--- config.mk ---
export PLATFORM = sky130hd
export DESIGN_NAME = pct_divider
export DESIGN_NICKNAME = d
export VERILOG_FILES = /design/src/rtl/core/pct_pkg.sv /design/src/rtl/core/pct_divider.sv
export SDC_FILE = /design/constraint.sdc
export NUM_CORES = 1
export LEC_CHECK = 0
export ABC_AREA = 1
export BUFFER_PORTS_ARGS = -buffer_cell sky130_fd_sc_hd__buf_2
export CAP_MARGIN = 0
export CORE_MARGIN = 5
export CORE_UTILIZATION = 46
export CTS_CLUSTER_DIAMETER = 30
export CTS_CLUSTER_SIZE = 14
export DETAILED_ROUTE_END_ITERATION = 8
export PLACE_DENSITY_LB_ADDON = 0.12
export SLEW_MARGIN = 20
export SYNTH_ARGS = -nofsm -noshare
export SYNTH_HDL_FRONTEND = slang
export SYNTH_SLANG_ARGS = --single-unit
--- constraint.sdc ---
create_clock -name i_clk -period 4 [get_ports i_clk]
set_clock_uncertainty 0.1 [all_clocks]
set_input_delay 0.6 -clock i_clk [delete_from_list [all_inputs] [get_ports i_clk]]
set_output_delay 0.6 -clock i_clk [all_outputs]
set_load 0.03 [all_outputs]
--- src/rtl/core/pct_pkg.sv ---
// Shared types, constants and helpers for the polar cosine taper pipeline.
// No dependencies; every other rtl/core file but pct_checker.sv imports this package.
`default_nettype none
package pct_pkg;

    // angle constants, 1/256 degree
    localparam int QUARTER_TURN = 23040;
    localparam int HALF_TURN    = 46080;
    localparam logic signed [15:0] LAT_MAX = 16'sd23040;
    localparam logic signed [15:0] LAT_MIN = -16'sd23040;

    // cutoff latitude after reset: 60 degrees
    localparam logic [14:0] CUTOFF_RESET = 15'd15360;

    // odd sine polynomial, Q28
    localparam logic signed [31:0] COEF1 = 32'sd843314857;
    localparam logic signed [31:0] COEF3 = 32'sd1387197337;
    localparam logic signed [31:0] COEF5 = 32'sd684554447;
    localparam logic signed [31:0] COEF7 = 32'sd160863847;
    localparam logic signed [31:0] COEF9 = 32'sd22050869;

    localparam logic [16:0] ONE_Q16 = 17'd65536;
    localparam logic [22:0] MAG_MAX = 23'd8388607;
    localparam logic signed [25:0] OUT_MAX = 26'sd8388607;
    localparam logic signed [25:0] OUT_MIN = -26'sd8388608;

    // pipeline depths
    localparam int DIV_STAGES  = 16;
    localparam int WGT_STAGES  = 8;
    localparam int SQRT_STAGES = 24;
    localparam int PAY_DLY     = DIV_STAGES + WGT_STAGES;

    // phase word leaving the divider
    typedef struct packed {
        logic        vld;
        logic        taper;
        logic [15:0] p;
    } t_phase;

    // one point's vectors, axis 0..2 = x..z
    typedef struct packed {
        logic [2:0][23:0] resid;
        logic [2:0][23:0] model;
    } t_pay;

    // one Horner step: c - floor(pv*y/2^16)
    function automatic logic signed [31:0] horner(input logic signed [31:0] c,
                                                  input logic signed [31:0] pv,
                                                  input logic [14:0] y);
        logic signed [47:0] prod;
        prod = 48'(pv) * $signed({33'd0, y});
        return c - prod[47:16];
    endfunction

endpackage
`default_nettype wire

--- src/rtl/core/pct_divider.sv ---
// Restoring divider, one quotient bit per stage: p = floor(d*2^16/t0), d < t0.
// Depends on pct_pkg.
`default_nettype none
module pct_divider (
    input  wire                 i_clk,
    input  wire                 i_rst_n,
    input  wire                 i_en,
    input  wire                 i_vld,
    input  wire                 i_taper,
    input  wire  [14:0]         i_d,
    input  wire  [14:0]         i_t0,
    output pct_pkg::t_phase     o_phase
);
    import pct_pkg::*;

    logic [DIV_STAGES-1:0]        r_vld;
    logic [DIV_STAGES-1:0]        r_taper;
    logic [DIV_STAGES-1:0][14:0]  r_rem;
    logic [DIV_STAGES-1:0][14:0]  r_t0;
    logic [DIV_STAGES-1:0][15:0]  r_q;

    for (genvar k = 0; k < DIV_STAGES; k++) begin : g_stage
        logic [14:0] rem_in;
        logic [14:0] t0_in;
        logic [15:0] q_in;
        logic        vld_in;
        logic        taper_in;
        logic [15:0] two;
        logic        ge;
        logic [14:0] n_rem;

        if (k == 0) begin : g_first
            assign rem_in   = i_d;
            assign t0_in    = i_t0;
            assign q_in     = 16'd0;
            assign vld_in   = i_vld;
            assign taper_in = i_taper;
        end else begin : g_next
            assign rem_in   = r_rem[k-1];
            assign t0_in    = r_t0[k-1];
            assign q_in     = r_q[k-1];
            assign vld_in   = r_vld[k-1];
            assign taper_in = r_taper[k-1];
        end

        // shift remainder, subtract divisor when it fits
        assign two   = {rem_in, 1'b0};
        assign ge    = two >= {1'b0, t0_in};
        assign n_rem = ge ? 15'(two - {1'b0, t0_in}) : two[14:0];

        always_ff @(posedge i_clk) begin
            if (!i_rst_n) begin
                r_vld[k] <= 1'b0;
            end else if (i_en) begin
                r_vld[k] <= vld_in;
            end
        end

        always_ff @(posedge i_clk) begin
            if (i_en) begin
                r_rem[k]   <= n_rem;
                r_t0[k]    <= t0_in;
                r_q[k]     <= {q_in[14:0], ge};
                r_taper[k] <= taper_in;
            end
        end
    end

    assign o_phase.vld   = r_vld[DIV_STAGES-1];
    assign o_phase.taper = r_taper[DIV_STAGES-1];
    assign o_phase.p     = r_q[DIV_STAGES-1];

endmodule
`default_nettype wire

After elaboration in Yosys (flattened, before gate mapping)
Cells that the tools add are included.
{"block": "word_totals", "in_bits": 35, "regBits": 618, "word_cells": 139, "output_inout_bits": 18}
{"block": "op_classes", "order_cmp": 16, "add_sub_neg": 15, "muxes": 15}
{"op": ">= comparator 16 x 15 -> 1 bit", "n": 16}
{"op": "2-to-1 mux 15 bit", "n": 15}
{"op": "subtractor 15 bit", "n": 15}

Longest topological paths before layout
{"block": "depth", "word_depth": 2, "ltp_mapped": 14}

Worst setup path after synthesis
Ideal clock, no wire load.
{"block": "synth_path", "path_kind": "input -> register", "start": "input i_t0[0]", "end": "register r_rem, in the netlist g_stage[1].rem_in[13], data pin", "arrival_time_ns": 1.899, "setup_slack_ns": 1.748, "required_time_ns": 3.647, "path_stages": 11, "n_path_buf": 1, "path_cell_list": "inv_1 -> fa_1 -> nand2_1 -> nand2_1 -> nand3_1 -> nand2_1 -> nand2_2 -> nand3_4 -> buf_6 -> nand3_1 -> nand2_1"}
{"block": "synth_via", "elab_chain_len": 2}
{"item": "start: declaration", "line": "pct_divider.sv:11", "source": "input wire [14:0] i_t0,"}
{"item": ">= comparator 16 x 15 -> 1 bit", "line": "pct_divider.sv:48", "source": "assign ge = two >= {1'b0, t0_in};"}
{"item": "named net g_stage[0].ge", "line": "pct_divider.sv:29", "source": "logic ge;"}
{"item": "2-to-1 mux 15 bit", "line": "pct_divider.sv:49", "source": "assign n_rem = ge ? 15'(two - {1'b0, t0_in}) : two[14:0];"}
{"item": "named net g_stage[0].n_rem[13]", "line": "pct_divider.sv:30", "source": "logic [14:0] n_rem;"}
{"item": "end signal: indexed assignment", "line": "pct_divider.sv:61", "source": "r_rem[k] <= n_rem;"}
{"item": "end: declaration", "line": "pct_divider.sv:18", "source": "logic [DIV_STAGES-1:0][14:0] r_rem;"}
The timed path passes the listed nets, and every way through them passes these cells.
A chain may end at the register's enable or synchronous reset.

Worst setup path after layout
{"block": "layout_path", "start": "register r_t0, in the netlist g_stage[3].t0_in[7]", "end": "register r_rem, in the netlist g_stage[4].rem_in[5], data pin"}
{"block": "layout_via", "elab_chain_len": 2}
{"item": "start: declaration", "line": "pct_divider.sv:19", "source": "logic [DIV_STAGES-1:0][14:0] r_t0;"}
{"item": "start signal: indexed assignment", "line": "pct_divider.sv:62", "source": "r_t0[k] <= t0_in;"}
{"item": ">= comparator 16 x 15 -> 1 bit", "line": "pct_divider.sv:48"}
{"item": "2-to-1 mux 15 bit", "line": "pct_divider.sv:49"}
{"item": "named net g_stage[3].n_rem[5]", "line": "pct_divider.sv:30"}
The timed path passes the listed nets, and every way through them passes these cells.

==> results.txt <==
Initial DRC count: 1787
Worst path most repeated cell: nand2_1
Max-slew violation count: 0
RSZ-0062 raised after global routing: no
Yosys cell types: 29
Largest area contributor in the netlist: edfxtp_1
Final Hold Viols: 0
Die footprint: 83870 µm²
Cells along the critical path: inv_1 -> ha_1 -> nand2_1 -> nor2_2 -> nand3_1 -> nand3_1 -> nand2_1 -> nand2_2 -> inv_2 -> nand2_1 -> nand2_1
Routed length per instance: 15.26 µm
Final setup vio count: 0
Post-Synthesis Cell Area: 35960 µm²
RD Place Congestion: 0.9195
Lkg Pwr: 20.74 nW
Synth top area cells: edfxtp_1, nand2_1, ha_1
Vias in the first global route: 26178
Via count: 26637
Peak supply drop: 0.0003813 V
Post-Route WL: 84.55 mm
Rows: 102
HP Class: in2reg
Synth Warn #: 0
Pwr/cell area: 782.0 nW/µm²
TNS Setup: 0 ns
Slowest stage delay, CP: 0.46 ns
Total gr overflow: 0
Largest net degree at the start of global routing: 129
Most frequent cell after synthesis: nand2_1
Slew @ Worst Pin: 0.7155 ns
F_max: 0.3755 GHz
Fin crit share: 66.58%
Initial Utilization: 46.42%
TritonCTS Buffers: 136
ANT nets after route: 0
Antenna Cells: 0
Die span in x: 289.6 µm
Dpl hpwl: 64.13 mm
Async set or reset register ratio after synthesis: 0%
CTS clk-pin slew, worst paths: 0.04 ns
Cts repair resizes: 0
Max clock buf depth: 3
# port buffers: 52
Cells after Synth: 4200
Final #Nets: 4673
CP required: 4.29 ns
Top FF cell, synth: edfxtp_1
DR pass1 iterations: 6
Die Y: 289.6 µm
Synth top cells by count: nand2_1, inv_1, edfxtp_1
Worst setup EP type: flip-flop
Outcome: finished, final reports clean
Max cap viols: 0
Critical path arrival: 2.95 ns
Setup Fix Bufs, Post-CTS: 0
I/O Pins: 53
Final min period: 2.663 ns
First-pass GRT wire length: 136.3 mm
Slew headroom: 52.30%
DR vias/cell: 4.809
CTS tree: yes
Hold buffers post-CTS: 17
Share of layout cells above drive strength 1: 8.113%
Clock latency on the worst-skew pair: 0.72 ns
DRC: 0
Gr usage total: 20.54%
Critical path type: reg2reg
Hold_ws: 0.1589 ns
Htree depth: 4
Top cell type's share of synthesized area: 50.27%
CP Max Fanout: 16
Post-synthesis sequential area ratio: 51.16%
Initial antenna violation count: 1
CP max stage cell: edfxtp_1
Post-synth EDFFs: 602
Syn Area/Cell: 8.562 µm²
Core area: 77470 µm²
CTS sink cnt: 618
Synthesized flop and latch total: 618
Syn Nets: 4489
Area growth, synth to finish: 17.55%
Startpoint types: flip-flop
Clk root buf: clkbuf_16
per-stage QoR:
stage,std cells,total power [mW],util (%),setup slack (ns),area (µm²)
2_1_floorplan,4200,18.95,-,1.748,35960
3_3_place_gp,5269,21.93,48.24,1.290,37370
3_5_place_dp,5269,21.98,48.24,1.322,37370
4_1_cts,5539,33.37,54.57,1.283,42270
5_1_grt,5539,35.67,54.57,1.092,42270
6_report,5539,33.05,54.57,1.337,42270
layout by cell type, fill, tap and decap left out, types with 7 or more instances in the layout:
| cell | instances |
|---|---|
| nand3b_1 | 46 |
| a21oi_2 | 13 |
| xor2_1 | 77 |
| dfxtp_1 | 16 |
| or2_2 | 13 |
| nor3_1 | 17 |
| buf_2 | 51 |
| nor2_2 | 14 |
| bufinv_16 | 12 |
| clkinv_16 | 10 |
| clkinv_4 | 8 |
| edfxtp_1 | 602 |
| nand2_1 | 1498 |
| clkbuf_1 | 16 |
| nand3_1 | 302 |
| clkinv_1 | 16 |
| clkinv_2 | 20 |
| and2_1 | 30 |
| o21ai_0 | 30 |
| clkbuf_16 | 136 |
| inv_2 | 13 |
| a21oi_1 | 93 |
| inv_6 | 7 |
| nor2_1 | 284 |
| fa_1 | 15 |
| ha_1 | 239 |
| dlygate4sd3_1 | 17 |
| clkinvlp_4 | 13 |
| o21ai_1 | 14 |
| inv_1 | 770 |
| nand4_1 | 49 |
| nand2_2 | 23 |
report_power, final:
group	switching (mW)	internal [mW]
Clock	3.87	7.26
Sequential	0.948	9.23
Combinational	7.74	4.00
Total	12.6	20.5
final cells by class:
cell class                 instances  area [µm²]
inverter                         783        2939
clock buffer                     157        3532
timing repair buffer              79       578.1
tap                             1040        1301
clock inverter                    96        1199
multi-input combinational       2766       14330
sequential                       618       18400
fill                            7133       35200
worst paths after layout:
kind / start / to / slack, ns / cells past startpoint
worst max-delay path: g_stage[3].t0_in[7] / g_stage[4].rem_in[5] / 1.34 / 11
worst min-delay path: i_d[1] / g_stage[1].rem_in[2] / 0.16 / 3
worst max register to register: g_stage[3].t0_in[7] / g_stage[4].rem_in[5] / 1.34 / 11
worst min register to register: g_stage[3].q_in[1] / g_stage[4].q_in[2] / 0.30 / 0
critical path, delay by kind of cell (launching register included):
family        cells  cell delay, ns
buf+inv           2            0.30
fa+ha+maj         1            0.37
simple gates      8            1.13
flops             1            0.46
registers in the layout, indices dropped and copies added, names as in the netlist:
signal,flops
g_stage.q_in,120
g_stage.rem_in,225
g_stage.t0_in,225
g_stage.taper_in,15
g_stage.vld_in,15
o_phase,18
logic make-up after synthesis:
kind of cell    after synthesis  share of synthesized area, %
simple gates               2280                         26.43
buf+inv                     816                         9.008
flops                       618                         51.16
fa+ha+maj                   254                         9.150
compound gates              155                         2.376
xor+xnor                     77                         1.875
routing by layer:
layer	track usage, %	wire (µm)	vias to the layer above
li1	-	-	13818
met5	0	13	-
met3	3.380	3295	165
met1	27.08	38570	12192
met4	7.346	2567	2
met2	34.52	40100	460
Power figures use the tool's default switching activity.
