$ cat config.mk
export PLATFORM = sky130hd
export DESIGN_NAME = pct_isqrt
export DESIGN_NICKNAME = d
export VERILOG_FILES = /design/src/rtl/core/pct_pkg.sv /design/src/rtl/core/pct_isqrt.sv
export SDC_FILE = /design/constraint.sdc
export NUM_CORES = 2
export LEC_CHECK = 0
export BUFFER_PORTS_ARGS = -buffer_cell sky130_fd_sc_hd__buf_4
export CAP_MARGIN = 20
export CORE_MARGIN = 5
export CORE_UTILIZATION = 60
export CTS_CLUSTER_DIAMETER = 60
export DETAILED_ROUTE_END_ITERATION = 12
export GPL_ROUTABILITY_DRIVEN = 0
export GPL_TIMING_DRIVEN = 0
export PLACE_DENSITY = 0.76
export SYNTH_ARGS = -nofsm -noshare
export SYNTH_HDL_FRONTEND = slang
export SYNTH_SLANG_ARGS = --single-unit
$ cat constraint.sdc
create_clock -name i_clk -period 4 [get_ports i_clk]
set_clock_uncertainty 0.05 [all_clocks]
set_input_delay 1 -clock i_clk [delete_from_list [all_inputs] [get_ports i_clk]]
set_output_delay 1 -clock i_clk [all_outputs]
set_load 0.05 [all_outputs]
$ cat src/rtl/core/pct_pkg.sv
// Shared types, constants and helpers for the polar cosine taper pipeline.
// No dependencies; every other rtl/core file but pct_checker.sv imports this package.
`default_nettype none
package pct_pkg;

    // angle constants, 1/256 degree
    localparam int QUARTER_TURN = 23040;
    localparam int HALF_TURN    = 46080;
    localparam logic signed [15:0] LAT_MAX = 16'sd23040;
    localparam logic signed [15:0] LAT_MIN = -16'sd23040;

    // cutoff latitude after reset: 60 degrees
    localparam logic [14:0] CUTOFF_RESET = 15'd15360;

    // odd sine polynomial, Q28
    localparam logic signed [31:0] COEF1 = 32'sd843314857;
    localparam logic signed [31:0] COEF3 = 32'sd1387197337;
    localparam logic signed [31:0] COEF5 = 32'sd684554447;
    localparam logic signed [31:0] COEF7 = 32'sd160863847;
    localparam logic signed [31:0] COEF9 = 32'sd22050869;

    localparam logic [16:0] ONE_Q16 = 17'd65536;
    localparam logic [22:0] MAG_MAX = 23'd8388607;
    localparam logic signed [25:0] OUT_MAX = 26'sd8388607;
    localparam logic signed [25:0] OUT_MIN = -26'sd8388608;

    // pipeline depths
    localparam int DIV_STAGES  = 16;
    localparam int WGT_STAGES  = 8;
    localparam int SQRT_STAGES = 24;
    localparam int PAY_DLY     = DIV_STAGES + WGT_STAGES;

    // phase word leaving the divider
    typedef struct packed {
        logic        vld;
        logic        taper;
        logic [15:0] p;
    } t_phase;

    // one point's vectors, axis 0..2 = x..z
    typedef struct packed {
        logic [2:0][23:0] resid;
        logic [2:0][23:0] model;
    } t_pay;

    // one Horner step: c - floor(pv*y/2^16)
    function automatic logic signed [31:0] horner(input logic signed [31:0] c,
                                                  input logic signed [31:0] pv,
                                                  input logic [14:0] y);
        logic signed [47:0] prod;
        prod = 48'(pv) * $signed({33'd0, y});
        return c - prod[47:16];
    endfunction

endpackage
`default_nettype wire

$ cat src/rtl/core/pct_isqrt.sv
// Digit-by-digit integer square root of a 48-bit sum, one root bit per stage.
// Gives floor root and remainder. Depends on pct_pkg.
`default_nettype none
module pct_isqrt (
    input  wire          i_clk,
    input  wire          i_rst_n,
    input  wire          i_en,
    input  wire          i_vld,
    input  wire  [47:0]  i_n,
    output logic         o_vld,
    output logic [23:0]  o_root,
    output logic [25:0]  o_rem
);
    import pct_pkg::*;

    logic [SQRT_STAGES-1:0]        r_vld;
    logic [SQRT_STAGES-1:0][47:0]  r_n;
    logic [SQRT_STAGES-1:0][23:0]  r_root;
    logic [SQRT_STAGES-1:0][25:0]  r_rem;

    for (genvar k = 0; k < SQRT_STAGES; k++) begin : g_stage
        logic [47:0] n_in;
        logic [23:0] root_in;
        logic [25:0] rem_in;
        logic        vld_in;
        logic [27:0] cur;
        logic [27:0] trial;
        logic        ge;

        if (k == 0) begin : g_first
            assign n_in    = i_n;
            assign root_in = 24'd0;
            assign rem_in  = 26'd0;
            assign vld_in  = i_vld;
        end else begin : g_next
            assign n_in    = r_n[k-1];
            assign root_in = r_root[k-1];
            assign rem_in  = r_rem[k-1];
            assign vld_in  = r_vld[k-1];
        end

        // bring down the next bit pair, try root*4+1
        assign cur   = {rem_in, n_in[47-2*k -: 2]};
        assign trial = {2'b00, root_in, 2'b01};
        assign ge    = cur >= trial;

        always_ff @(posedge i_clk) begin
            if (!i_rst_n) begin
                r_vld[k] <= 1'b0;
            end else if (i_en) begin
                r_vld[k] <= vld_in;
            end
        end

        always_ff @(posedge i_clk) begin
            if (i_en) begin
                r_n[k]    <= n_in;
                r_root[k] <= {root_in[22:0], ge};
                r_rem[k]  <= ge ? 26'(cur - trial) : cur[25:0];
            end
        end
    end

    assign o_vld  = r_vld[SQRT_STAGES-1];
    assign o_root = r_root[SQRT_STAGES-1];
    assign o_rem  = r_rem[SQRT_STAGES-1];

endmodule
`default_nettype wire

# [Word-level counts from Yosys, hierarchy flattened]
# Index checks and enable logic that the tools add are counted.
[totals] register_bits=1477 inputBits=52 out_inout_bits=51 elab_cells=168
[classes] n_addsub=24 order_cmp=24 muxes=24
[op_table] operator="$mux 26" n=23
[op_table] operator="$ge 28x10->1" n=1
[op_table] operator="$ge 28x11->1" n=1
[op_table] operator="$ge 28x12->1" n=1
[op_table] operator="$ge 28x13->1" n=1
[op_table] operator="$ge 28x14->1" n=1
[op_table] operator="$ge 28x15->1" n=1
[op_table] operator="$ge 28x16->1" n=1
[op_table] operator="$ge 28x17->1" n=1
[op_table] operator="$ge 28x18->1" n=1
[op_table] operator="$ge 28x19->1" n=1
[op_table] operator="$ge 28x20->1" n=1
[op_table] operator="$ge 28x21->1" n=1
[op_table] operator="$ge 28x22->1" n=1
[op_table] operator="$ge 28x23->1" n=1
[op_table] operator="$ge 28x24->1" n=1
[op_table] operator="$ge 28x25->1" n=1
[op_table] operator="$ge 28x3->1" n=1
[op_table] operator="$ge 28x4->1" n=1
[op_table] operator="$ge 28x5->1" n=1
[op_table] operator="$ge 28x6->1" n=1
[op_table] operator="$ge 28x7->1" n=1
[op_table] operator="$ge 28x8->1" n=1
[op_table] operator="$ge 28x9->1" n=1
[op_table] operator="26 further kinds" n=26

# [Logic depth before layout (Yosys ltp)]
[depth] depth_word=2 mapped_depth=13 ltp_nobuf=12

# [Worst setup path after synthesis]
# OpenSTA, ideal clock, no wires.
[synth_timing] path_kind="register to register" start="reg r_rem, in the netlist g_stage[20].rem_in[0]" end="reg r_rem, in the netlist g_stage[21].rem_in[18], data pin" setup_time_ns=0.260 arrival_ns=3.136 setup_slack_ns=0.554 path_stages_with_launch=12 n_path_buf=1 period_less_slack_ns=3.446 path_cell_list="edfxtp_1 -> ha_1 -> nor2b_1 -> o21ai_0 -> a21oi_1 -> a2111o_1 -> a31oi_1 -> or2_2 -> o41ai_1 -> a31oi_1 -> clkbuf_1 -> mux2_2"
[synth_via] elab_chain_len=2
[synth_lines] element="from (decl)" line="pct_isqrt.sv:19" source="logic [SQRT_STAGES-1:0][25:0] r_rem;"
[synth_lines] element="from (signal, indexed assignment)" line="pct_isqrt.sv:59" source="r_rem[k] <= ge ? 26'(cur - trial) : cur[25:0];"
[synth_lines] element="$sub 26x22->26 or $ge 28x22->1 (tied branches)" line="pct_isqrt.sv:59, pct_isqrt.sv:45"
[synth_lines] element="$mux 26 (*)" line="pct_isqrt.sv:59"
# Every way passes the cells marked *; elsewhere a longest branch is shown, timed or not.
# A chain may end at the register's enable or synchronous reset.

# [Worst setup path after layout]
[layout_timing] start="reg r_root, in the netlist g_stage[20].root_in[0]" end="reg r_rem, in the netlist g_stage[21].rem_in[10], data pin"
[layout_via] elab_chain_len=2
[layout_lines] element="from (decl)" line="pct_isqrt.sv:18" source="logic [SQRT_STAGES-1:0][23:0] r_root;"
[layout_lines] element="from (signal, indexed assignment)" line="pct_isqrt.sv:58" source="r_root[k] <= {root_in[22:0], ge};"
[layout_lines] element="$sub 26x22->26 or $ge 28x22->1 (tied branches)" line="pct_isqrt.sv:59, pct_isqrt.sv:45"
[layout_lines] element="$mux 26 (*)" line="pct_isqrt.sv:59"
# Marked as above.

==> impl_metrics.csv <==
group,metric,value,unit
logic_synthesis,syn-instance-count,5224,
route,route.detailed.drc,1,
route,via_per_inst,5.71,
run_status,failed_checks,"design-rule violations",
critical_path,worst-r2r-setup-slack,180,ps
clock_tree,clock_sinks,1465,
floorplan,io-pin-count,103,
critical_path,critPathLaunch,"g_stage[20].root_in[0]",
job,max_cap_viol_count,0,
clock_tree,clock_tree.root_cell,"clkbuf_16",
timing,hold_slack,349,ps
timing,final_critical_path_share_of_the_clock_period,95.5,%
logic_synthesis,synthArstFlopShare,0,%
clock_tree,cts-htree-levels,4,
route,post_drt_wl_per_cell,17.3,µm
timing,timing.fmax,262,MHz
placement,preCtsSetupSlack,-725,ps
cells_and_area,layout-drive-gt1-share,7.96,%
timing,setup_viol_count_final,0,
global_route,vias_in_the_first_global_route,40000,
clock_tree,post-cts-setup-buffer-count,0,
logic_synthesis,ys_dominant_reg_cell,"edfxtp_1",
logic_synthesis,synth_top_area_cell,"edfxtp_1",
logic_synthesis,synth_top_cell_area_share,64.0,%
logic_synthesis,synth-seq-cells,1465,
logic_synthesis,synth_enable_flop_cells,1441,
timing,finalWorstPathRequiredPeriod,3820,ps
floorplan,placement_rows,123,
cells_and_area,antenna-diode-count,0,
power_and_ir_drop,cellLeakagePower,29.1,nW
placement,buffer_ports.inserted,102,
route,remaining_number_of_nets_flagged_by_the_antenna_check_after_routing,0,
global_route,grt-ovfl-total,0,
global_route,grt_pass1_wl,199,mm
route,drt-initial-drc-count,3412,
timing,finalHoldViolCount,0,
critical_path,worstPathRequired,4470,ps
clock_tree,cts.reportedPaths.clkPinSlew,60,ps
route,drtPass1Iterations,10,
route,routed_wl,123,mm
critical_path,reg_to_reg_startpoint,"g_stage[20].root_in[0]",
placement,dp_hpwl,85.8,mm
timing,grt_setup_unrepaired,"false",
power_and_ir_drop,max-vdd-ir-drop,421,µV
timing,maxSlewViolCount,0,
global_route,gr-usage-all-layers,20.3,%
timing,fin_setup_tns,0,ps
timing,worst_pin_slew,1080,ps
floorplan,die_h,346,µm
critical_path,worstPathArrival,4290,ps
logic_synthesis,synth-warning-count,0,
critical_path,criticalPathCategory,"reg2reg",
logic_synthesis,synth.area.top_cells,"edfxtp_1, ha_1, xor2_1, xnor2_1, inv_1",
critical_path,worstPathMaxFanout,10,
clock_tree,cts_tree,"yes",
critical_path,start_kind,"register",
timing,postLayoutSetupSlackWorst,180,ps
worst_hold_path,timing.hold.worst.class,"reg2reg",
timing,slew_headroom,27.8,%
logic_synthesis,mappedNetlistNets,5604,
cells_and_area,n_fill_cell,7653,
global_route,antenna_violations_before_repair,0,
floorplan,area_of_the_core,0.112,mm²
worst_hold_path,hold_path_startpoint,"g_stage[13].n_in[15]",
logic_synthesis,synth_area,0.0676,mm²
cells_and_area,final_net_count,5870,
clock_tree,clk-insertion-delay-late,780,ps
clock_tree,postCtsHoldBufs,0,
clock_tree,numCtsBuffers,152,
global_route,pin_count_of_the_biggest_net_entering_global_routing,199,
critical_path,crit_path_end_kind,"register",
cells_and_area,syn_to_final_growth,12.0,%
floorplan,dieWidth,346,µm
clock_tree,buffer_levels_on_the_longest_clock_path,3,
floorplan,die_area,0.119,mm²
floorplan,initial_utilization,60.3,%
power_and_ir_drop,power.density,565,mW/mm²
route,vias,40600,
logic_synthesis,syn_area_per_cell,12.9,µm²
logic_synthesis,synth.yosys.seq_area_share,64.7,%
run_status,outcome,"finished with violations",
logic_synthesis,ys_types,79,
## power breakdown
part | internal (mW) | switching [mW]
clock network | 8.27 | 5.88
logic | 3.35 | 4.88
registers | 19.3 | 1.12
## kinds of logic (layout without fill, tap and decap cells)
logic type	count (synthesis)	after routing	synth area share (%)
other cells	1	1	0.00555
buf+inv	518	909	2.89
xor+xnor	476	476	6.17
flops	1465	1465	64.7
simple gates	1356	1356	9.88
compound gates	1002	1002	9.04
fa+ha+maj	328	328	6.07
mux	78	78	1.23
## area by class of cell
class / instances / area, µm² / share of cell area (%)
clock buffers: 181 / 3960 / 5.23
well taps: 1500 / 1880 / 2.48
inverters: 428 / 1610 / 2.12
clock inverters: 98 / 1130 / 1.49
flip-flops and latches: 1465 / 43800 / 57.8
repair buffers: 112 / 1040 / 1.37
multi-input cells: 3241 / 22000 / 29.0
plain buffers: 90 / 368 / 0.486
## path summary, 6_finish.rpt
check                           depth (start not counted)                      to
worst max-delay path                                   12  g_stage[21].rem_in[10]
worst min register to register                          0    g_stage[14].n_in[15]
worst min-delay path                                    0    g_stage[14].n_in[15]
worst max register to register                         12  g_stage[21].rem_in[10]
## cells in the final DEF (no fill, tap or decap), drive strengths merged, types with 70 or more instances in the layout
cell type / count
edfxtp: 1441
inv: 435
nand2: 387
ha: 328
o21ai: 313
a21oi: 301
nor2: 296
clkbuf: 262
xor2: 242
xnor2: 234
nor3: 121
buf: 121
a21o: 104
nand3: 101
nor4: 76
nor2b: 70
## timing repair
item                                    4_1_cts  5_1_grt
endpoints found under the setup margin       72      321
gates resized for setup                      10       34
endpoints found under the hold margin         0        0
pin swaps                                     0        0
cloned                                        0        1
## stage by stage
stage	instance area, µm²	power (mW)	cells	util (%)
6_report	75700	42.8	7115	67.5
5_1_grt	75700	44.8	7115	67.5
4_1_cts	75600	43.0	7113	67.4
3_5_place_dp	70500	28.7	6834	62.8
3_3_place_gp	70200	28.8	6826	62.6
2_1_floorplan	67600	26.4	5224	-
## routing by layer
metal	vias to the layer above	GRT usage, %	wire length (µm)
met3	313	3.43	6380
li1	19800	-	-
met2	1173	35.2	61900
met1	19400	25.2	49900
met5	-	0	0
met4	0	8.81	5050
## flip-flops by register name, indices dropped and copies added, names as in the netlist
name and count:
o_root 24, g_stage.root_in 276, o_vld 1, o_rem 26, g_stage.vld_in 23, g_stage.n_in 552
g_stage.rem_in 563
## worst max-delay path: stages (launching register included)
cell and delay, ps:
edfxtp_1 370, inv_1 50, ha_1 350, nor2b_1 150, o21ai_0 260, a21oi_1 160
a2111o_1 460, a31oi_1 280, or2_2 230, o41ai_4 110, a31oi_4 390, buf_2 330
mux2_2 360
## cells in the mapped netlist, drive strengths merged, types with 26 or more instances
cell type and n:
nand2 387, o21a 59, o21bai 28, a21o 104, nor2 296, or4 33, nor3 121, xnor2 234
o21ai 313, nand3 101, or3 52, nor2b 70, a21oi 301, inv 428, edfxtp 1441, o31ai 37
and3 28, mux2i 39, ha 328, a211oi 26, nand4 46, nor4 76, clkbuf 81, mux2 39
nand2b 68, xor2 242
Power figures use the tool's default switching activity.
